**config.mk**
```make
export PLATFORM = sky130hd
export DESIGN_NAME = lsb_first_bit_packer_top
export DESIGN_NICKNAME = d
export VERILOG_FILES = /design/src/rtl/core/lsbbp_pkg.sv /design/src/rtl/core/lsb_first_bit_packer_top.sv
export SDC_FILE = /design/constraint.sdc
export NUM_CORES = 1
export LEC_CHECK = 0
export ABC_AREA = 1
export CAP_MARGIN = 30
export CORE_MARGIN = 10
export CORE_UTILIZATION = 45
export CTS_BUF_LIST = sky130_fd_sc_hd__clkbuf_8
export DETAILED_ROUTE_END_ITERATION = 7
export DONT_BUFFER_PORTS = 1
export RECOVER_POWER = 50
export SYNTH_ARGS = -nofsm -noshare
export SYNTH_HDL_FRONTEND = slang
export SYNTH_SLANG_ARGS = --single-unit
```
**constraint.sdc**
```tcl
create_clock -name clk_i -period 9.45 [get_ports clk_i]
set_input_delay 1.4175 -clock clk_i [delete_from_list [all_inputs] [get_ports clk_i]]
set_output_delay 1.4175 -clock clk_i [all_outputs]
set_load 0.02 [all_outputs]
```
**src/rtl/core/lsbbp_pkg.sv**
```systemverilog
package lsbbp_pkg;

  // field widths
  localparam int unsigned ValueW = 32;
  localparam int unsigned NbitsW = 6;
  localparam int unsigned ByteW  = 8;
  localparam int unsigned MaxField = 32;

  // default store depth in bytes
  localparam int unsigned DefaultBufferBytes = 32;

  // request codes
  typedef enum logic {
    FUNC_ADD   = 1'b0,
    FUNC_DRAIN = 1'b1
  } func_e;

  // sequencer states, one-hot
  typedef enum logic [5:0] {
    ST_IDLE  = 6'b000001,
    ST_ALIGN = 6'b000010,
    ST_PLACE = 6'b000100,
    ST_RESP  = 6'b001000,
    ST_DRD   = 6'b010000,
    ST_DOUT  = 6'b100000
  } state_e;

  // low bit masks, 0 to 8 bits
  function automatic logic [ByteW-1:0] low_mask(input logic [3:0] n);
    logic [ByteW-1:0] m;
    case (n)
      4'd0:    m = 8'h00;
      4'd1:    m = 8'h01;
      4'd2:    m = 8'h03;
      4'd3:    m = 8'h07;
      4'd4:    m = 8'h0f;
      4'd5:    m = 8'h1f;
      4'd6:    m = 8'h3f;
      4'd7:    m = 8'h7f;
      default: m = 8'hff;
    endcase
    return m;
  endfunction

endpackage

```
**src/rtl/core/lsb_first_bit_packer_top.sv**
```systemverilog
// LSB-first bit packer. An add request places the low nbits (0 to 32, larger
// counts saturate to 32) of value after the bits already held in a byte store
// of BUFFER_BYTES entries; if the store fills part way, the bits not placed
// are reported as pending and the next add places only its upper pending
// bits. Every add gives one result (full flag, pending count, last set). A
// drain request gives one result per complete byte in store order, last set on
// the final one, and empties the store while keeping the partial byte. One
// shared step unit places up to eight bits a cycle and writes at most one
// completed byte a cycle into the single-port store. An add passes from
// acceptance to its result through an align step, one place step per byte
// the field touches, up to five, a closing step and a result step; an add
// to a full store goes from the align step straight to the result step. A
// drain reads each byte through the registered store read before it is
// presented. Input is taken only while the sequencer is idle; results leave
// through an output register.
module lsb_first_bit_packer_top #(
  parameter int unsigned BUFFER_BYTES = lsbbp_pkg::DefaultBufferBytes
) (
  input  logic                          clk_i,
  input  logic                          rst_ni,
  input  logic                          in_valid_i,
  output logic                          in_ready_o,
  input  logic                          func_i,
  input  logic [lsbbp_pkg::ValueW-1:0]  value_i,
  input  logic [lsbbp_pkg::NbitsW-1:0]  nbits_i,
  output logic                          out_valid_o,
  input  logic                          out_ready_i,
  output logic                          full_res_o,
  output logic [lsbbp_pkg::NbitsW-1:0]  pending_bits_o,
  output logic [lsbbp_pkg::ByteW-1:0]   data_byte_o,
  output logic                          last_o
);

  localparam int unsigned AddrW  = (BUFFER_BYTES > 1) ? $clog2(BUFFER_BYTES) : 1;
  localparam int unsigned CountW = $clog2(BUFFER_BYTES + 1);
  localparam logic [CountW-1:0] CountFull = CountW'(BUFFER_BYTES);

  localparam int unsigned VW = lsbbp_pkg::ValueW;
  localparam int unsigned NW = lsbbp_pkg::NbitsW;
  localparam int unsigned BW = lsbbp_pkg::ByteW;

  lsbbp_pkg::state_e state_q, state_d;

  logic [CountW-1:0] count_q, count_d;
  logic [2:0]        pos_q, pos_d;
  logic [NW-1:0]     pend_q, pend_d;
  logic [BW-1:0]     part_q, part_d;
  logic [VW-1:0]     v_q, v_d;
  logic [NW-1:0]     left_q, left_d;
  logic [CountW-1:0] k_q, k_d;

  logic              out_valid_q, out_valid_d;
  logic              full_q, full_d;
  logic [NW-1:0]     pbits_q, pbits_d;
  logic [BW-1:0]     dbyte_q, dbyte_d;
  logic              last_q, last_d;

  logic [BW-1:0]     mem_q [BUFFER_BYTES];
  logic [BW-1:0]     rd_q;
  logic              rd_en;
  logic              wr_en;
  logic [BW-1:0]     wr_data;

  logic              slot_free;
  logic              is_full;
  logic [NW-1:0]     nbits_sat;
  logic [NW-1:0]     shamt;
  logic [3:0]        room;
  logic [3:0]        take;
  logic [BW-1:0]     piece;
  logic [BW-1:0]     piece_sh;
  logic [BW-1:0]     merged;
  logic [3:0]        pos_sum;
  logic [CountW-1:0] k_next;

  assign slot_free = !out_valid_q || out_ready_i;
  assign is_full   = (count_q >= CountFull);
  assign nbits_sat = nbits_i[NW-1] ? NW'(lsbbp_pkg::MaxField) : nbits_i;
  assign shamt     = (pend_q > left_q) ? '0 : NW'(left_q - pend_q);
  assign k_next    = k_q + CountW'(1);

  // shared step unit: place up to the rest of the current byte
  assign room     = 4'd8 - {1'b0, pos_q};
  assign take     = ({2'b00, left_q} < {4'b0000, room}) ? left_q[3:0] : room;
  assign piece    = v_q[BW-1:0] & lsbbp_pkg::low_mask(take);
  assign piece_sh = piece << pos_q;
  assign merged   = part_q | piece_sh;
  assign pos_sum  = {1'b0, pos_q} + take;

  // sequencer
  always_comb begin
    state_d     = state_q;
    count_d     = count_q;
    pos_d       = pos_q;
    pend_d      = pend_q;
    part_d      = part_q;
    v_d         = v_q;
    left_d      = left_q;
    k_d         = k_q;
    out_valid_d = out_valid_q && !out_ready_i;
    full_d      = full_q;
    pbits_d     = pbits_q;
    dbyte_d     = dbyte_q;
    last_d      = last_q;
    rd_en       = 1'b0;
    wr_en       = 1'b0;
    wr_data     = merged;

    unique case (state_q)
      lsbbp_pkg::ST_IDLE: begin
        if (in_valid_i) begin
          v_d    = value_i;
          left_d = nbits_sat;
          k_d    = '0;
          if (func_i == lsbbp_pkg::FUNC_ADD) begin
            state_d = lsbbp_pkg::ST_ALIGN;
          end else if (count_q != '0) begin
            state_d = lsbbp_pkg::ST_DRD;
          end
        end
      end
      lsbbp_pkg::ST_ALIGN: begin
        if (is_full) begin
          state_d = lsbbp_pkg::ST_RESP;
        end else begin
          if (pend_q != '0) begin
            v_d    = v_q >> shamt;
            left_d = pend_q;
          end
          state_d = lsbbp_pkg::ST_PLACE;
        end
      end
      lsbbp_pkg::ST_PLACE: begin
        if (!is_full && left_q != '0) begin
          v_d    = v_q >> take;
          left_d = left_q - NW'(take);
          if (pos_sum[3]) begin
            wr_en   = 1'b1;
            count_d = count_q + CountW'(1);
            pos_d   = '0;
            part_d  = '0;
          end else begin
            pos_d  = pos_sum[2:0];
            part_d = merged;
          end
        end else begin
          pend_d  = left_q;
          state_d = lsbbp_pkg::ST_RESP;
        end
      end
      lsbbp_pkg::ST_RESP: begin
        if (slot_free) begin
          out_valid_d = 1'b1;
          full_d      = is_full;
          pbits_d     = pend_q;
          dbyte_d     = '0;
          last_d      = 1'b1;
          state_d     = lsbbp_pkg::ST_IDLE;
        end
      end
      lsbbp_pkg::ST_DRD: begin
        rd_en   = 1'b1;
        state_d = lsbbp_pkg::ST_DOUT;
      end
      lsbbp_pkg::ST_DOUT: begin
        if (slot_free) begin
          out_valid_d = 1'b1;
          full_d      = 1'b0;
          pbits_d     = pend_q;
          dbyte_d     = rd_q;
          last_d      = (k_next == count_q);
          k_d         = k_next;
          if (k_next == count_q) begin
            count_d = '0;
            state_d = lsbbp_pkg::ST_IDLE;
          end else begin
            state_d = lsbbp_pkg::ST_DRD;
          end
        end
      end
      default: begin
        state_d = lsbbp_pkg::ST_IDLE;
      end
    endcase
  end

  // control registers
  always_ff @(posedge clk_i or negedge rst_ni) begin
    if (!rst_ni) begin
      state_q     <= lsbbp_pkg::ST_IDLE;
      count_q     <= '0;
      pos_q       <= '0;
      pend_q      <= '0;
      part_q      <= '0;
      out_valid_q <= 1'b0;
    end else begin
      state_q     <= state_d;
      count_q     <= count_d;
      pos_q       <= pos_d;
      pend_q      <= pend_d;
      part_q      <= part_d;
      out_valid_q <= out_valid_d;
    end
  end

  // working and result payload
  always_ff @(posedge clk_i) begin
    v_q     <= v_d;
    left_q  <= left_d;
    k_q     <= k_d;
    full_q  <= full_d;
    pbits_q <= pbits_d;
    dbyte_q <= dbyte_d;
    last_q  <= last_d;
  end

  // byte store, one write or one registered read a cycle
  always_ff @(posedge clk_i) begin
    if (wr_en) begin
      mem_q[count_q[AddrW-1:0]] <= wr_data;
    end
    if (rd_en) begin
      rd_q <= mem_q[k_q[AddrW-1:0]];
    end
  end

  assign in_ready_o     = (state_q == lsbbp_pkg::ST_IDLE);
  assign out_valid_o    = out_valid_q;
  assign full_res_o     = full_q;
  assign pending_bits_o = pbits_q;
  assign data_byte_o    = dbyte_q;
  assign last_o         = last_q;

  // checks
  a_count_range: assert property (@(posedge clk_i) disable iff (!rst_ni)
    count_q <= CountFull)
    else $error("byte count beyond store depth");

  a_full_no_partial: assert property (@(posedge clk_i) disable iff (!rst_ni)
    is_full |-> (pos_q == '0))
    else $error("partial byte held in a full store");

  a_part_clean: assert property (@(posedge clk_i) disable iff (!rst_ni)
    (part_q & ~lsbbp_pkg::low_mask({1'b0, pos_q})) == '0)
    else $error("partial byte has bits above its position");

  a_pend_range: assert property (@(posedge clk_i) disable iff (!rst_ni)
    pend_q <= NW'(lsbbp_pkg::MaxField))
    else $error("pending count above field width");

endmodule
```
==> results <==
- The run finished, with violations left.
- The checks that failed: capacitance limit, slew limit.
- The launching element of the worst setup path is k_q[0].
- The tree is rooted in a sky130_fd_sc_hd__clkbuf_8.
- The synthesized netlist occupies a cell area of 0.01723 mm2.
- The power density relative to cell area is 363.9 mW/mm2.
- The final antenna-violating net count is 0.
- In the layout the commonest cells are 324 x sky130_fd_sc_hd__edfxtp_1, 299 x sky130_fd_sc_hd__nand2_1, 260 x sky130_fd_sc_hd__nand3_1.
- On the final layout, the worst clock skew is 47.83 ps.
- The type of the worst setup path is reg2reg.
- The synthesized area divided by synthesized cell count is 9.763 um2.
- The first global-routing pass estimated 73.61 mm of wire.
- The number of clock buffers added by TritonCTS is 57.
- The ratio of cells with drive above 1 in the final layout is 6.944%.
- The net total in the final layout is 1819.
- The die covers 0.04652 mm2.
- The H-tree generated during clock tree synthesis spans 2 levels.
- The area growth from synthesis to layout is 8.096%.
- The startpoint of the worst-slack reg-to-reg timing path is k_q[0].
- The power share of the combinational group is 47.0%.
- The number of global-route vias before repair is 12970.
- After clock tree synthesis, the clock-pin slew on the worst setup and hold paths is 70 ps.
- Before CTS, the worst setup slack after placement is 4420 ps.
- Once the floorplan was initialized, standard cells occupied 45.64% of the core.
- The portion of the clock cycle consumed by the worst path in the final layout is 66.55%.
- The reported net switching power is 3098 uW.
- The number of fill cells is 3553.
- Entering global routing, the biggest net connects 81 pins.
- The total core area is 0.03776 mm2.
- The clock sink total is 354.
- After synthesis the netlist holds a flip-flop and latch count of 354.
- The relative contribution of the clock network to total power is 19.2%.
- Sequential cells were found to cover 60.83% of the synthesized design area.
- The final HPWL from detailed placement is 31.65 mm.
- The instance count of the mapped netlist is 1765.
- The antenna diode instance count is 0.
- The main flop type after synthesis is sky130_fd_sc_hd__edfxtp_1.
- The path class of the lowest-slack min-delay path is in2async.
- The number of DRC markers in iteration 0 is 1290.
- The count of synthesis-stage warnings from yosys is 0.
- The library cell used most frequently in the layout, excluding fill and tap cells, is sky130_fd_sc_hd__edfxtp_1.
- The overall via count from detail_route is 13080.
- The count of hold buffers inserted by post-cts repair is 0.
- After floorplanning, the core was divided into 71 placement rows.
- The setup-violating endpoint count in the final report is 0.
- The final worst setup slack is 3161 ps.
- VDD sags by at most 0.1774 mV.
- The floorplan step set the die height to 215.7 um.
- The number of iterations in the first detailed-routing pass is 6.
- The cell leakage power is 0.007142 uW.
- The setup TNS after final layout is 0 ps.
- Dividing the detail-routed via count by the number of cells gives 5.661.
- Synthesis instantiated 48 different standard cells from the library.
- Once layout is complete, the utilization of the core stands at 49.34%.
- The hold violation total from the final report is 0.
- The port buffer count is 0.
- The number of gates resized after CTS was 0.
- The die is 215.7 um wide.
- The final layout contains routed wiring with a total length of 47.90 mm.
- The final-report max-slew violation count came to 277.
- The total track usage is 20.09%.
- Along the worst path, the maximum fanout reaches 80.
- The final period demand of the worst path is 6289 ps.
- The number of violations of the max-capacitance limit is 8.
- Routability-driven placement finished with a final weighted congestion of 0.8972.
- In this run, synthesis inferred 324 flip-flops with an integrated enable.
- The length in cells of the worst reg-to-reg path is 9.
- Across all register-to-register paths, the minimum setup slack is 3160 ps.
- The routed wirelength normalized by instance count is 20.73 um.
- The portion of total power attributed to sequential cells is 33.7%.
- Overall power consumption after layout is estimated at 6778 uW.
- The headroom to the max-slew limit is -48.22%.
- For this run, design rule violations remaining after detail routing come to 0.
- For the pin with the worst max-slew slack, the measured transition is 2223 ps.
- The highest clock frequency the design can meet is 159.0 MHz.
- The number of top-level pins is 61.
- When the netlist entered floorplanning its net count stood at 1830.
- The worst setup path is launched from a flip-flop.
- The switching part of the total power is 45.70%.
- TritonCTS built the clock tree.
- The proportion of register bits with asynchronous set or reset after synthesis is 8.475%.
- The endpoint identified for the worst register-to-register timing path is rd_q[1].
- STA classifies the critical path endpoint as a flip-flop.
- The longest clock path from root to sink contains 3 buffers.
- The internal portion of the total power is 3680 uW.
- Clock latency on the worst-skew pair, taken at its later pin, is 670 ps.
- The initial antenna violation count is 0.
- The post-CTS setup repair buffer count is 0.
- The required time reported for the critical path endpoint is 9830 ps.
- The arrival time at the worst endpoint is 6670 ps.
- The global-route congestion overflow total is 0.
- Setup repair after global routing left no endpoint under its margin.
## cells in the mapped netlist (all sizes together), types with 5 or more instances
| library cell | number | area share, % |
|---|---|---|
| a21oi | 17 | 0.49 |
| buf | 33 | 1.2 |
| clkbuf | 56 | 1.2 |
| dfrtp | 29 | 4.2 |
| edfxtp | 324 | 56 |
| ha | 20 | 1.5 |
| inv | 128 | 2.8 |
| nand2 | 310 | 7.2 |
| nand3 | 262 | 7.7 |
| nand4 | 11 | 0.49 |
| nor2 | 241 | 5.4 |
| nor3 | 6 | 0.20 |
| nor4 | 5 | 0.18 |
| o21ai | 198 | 5.8 |
| o22ai | 81 | 2.9 |
| xnor2 | 5 | 0.25 |
| xor2 | 5 | 0.36 |
## per-layer routing
metal / vias up / GRT usage (%) / wire, um / part of all wire [%]
met4: 0 / 8.918 / 1956 / 4.1
met2: 591 / 32.56 / 22820 / 48
met3: 133 / 3.664 / 3534 / 7.4
li1: 6182 / - / - / -
met5: - / 0 / 0 / 0
met1: 6177 / 25.86 / 19590 / 41
## logic make-up (layout without fill, tap and decap cells)
kind of cell / after synthesis / count (layout) / synth area share, %
flops: 354 / 354 / 60.83
buf+inv: 221 / 256 / 5.330
compound gates: 315 / 315 / 10.07
fa+ha+maj: 22 / 22 / 1.685
simple gates: 843 / 843 / 21.47
xor+xnor: 10 / 10 / 0.6172
## cell type report
class                      count  area [um2]  share of cell area [%]
clock inverter                45       292.8                   1.572
multi-input combinational   1190        5759                   30.92
inverter                     132       499.2                   2.680
timing repair buffer          19       128.9                  0.6919
tap                          511       639.4                   3.433
clock buffer                  60       825.8                   4.433
sequential                   354       10480                   56.27
## worst max path at each step
| stage | end | slack (ps) | depth (start not counted) |
|---|---|---|---|
| after detailed placement | mem_q[7][2] | 4420 | 19 |
| final | rd_q[1] | 3160 | 9 |
| after global routing | rd_q[5] | 2730 | 9 |
| after floorplan | v_q[0] | 3300 | 6 |
| after CTS | mem_q[7][5] | 4430 | 19 |
| after global placement | mem_q[27][7] | 4530 | 19 |
## power groups by stage
| stage | Clock (uW) | Sequential, uW | Combinational [uW] |
|---|---|---|---|
| after detailed placement | 0 | 2300 | 3230 |
| after CTS | 1330 | 2270 | 3230 |
| after floorplan | 0 | 2270 | 2230 |
| final | 1300 | 2290 | 3190 |
| after global routing | 1400 | 2310 | 3500 |
| after global placement | 0 | 2300 | 3180 |
## state kept, by name (all words and copies together), names as in the netlist, 3 cells and up
signal          count
mem_q             256
v_q                32
data_byte_o         8
part_q              8
rd_q                8
count_q             6
k_q                 6
left_q              6
pend_q              6
pending_bits_o      6
state_q             6
pos_q               3
## through the flow
step,instances,cell area (um2),hold WS [ps]
after global placement,2202,17590,464.0
after detailed placement,2206,17690,477.2
after global routing,2311,18630,421.1
after CTS,2311,18810,418.4
final,2311,18630,458.9
after floorplan,1765,17230,446.9
## critical path, cell delays in order (launching register included)
cell and delay [ps]:
sky130_fd_sc_hd__edfxtp_1 320, sky130_fd_sc_hd__clkbuf_1 1570, sky130_fd_sc_hd__clkinvlp_2 2170, sky130_fd_sc_hd__buf_4 860, sky130_fd_sc_hd__o21ai_0 290, sky130_fd_sc_hd__o22ai_1 140
sky130_fd_sc_hd__o21ai_0 310, sky130_fd_sc_hd__o22ai_1 150, sky130_fd_sc_hd__nand2_1 70, sky130_fd_sc_hd__nand2_1 100
(Power assumes the default switching activity.)
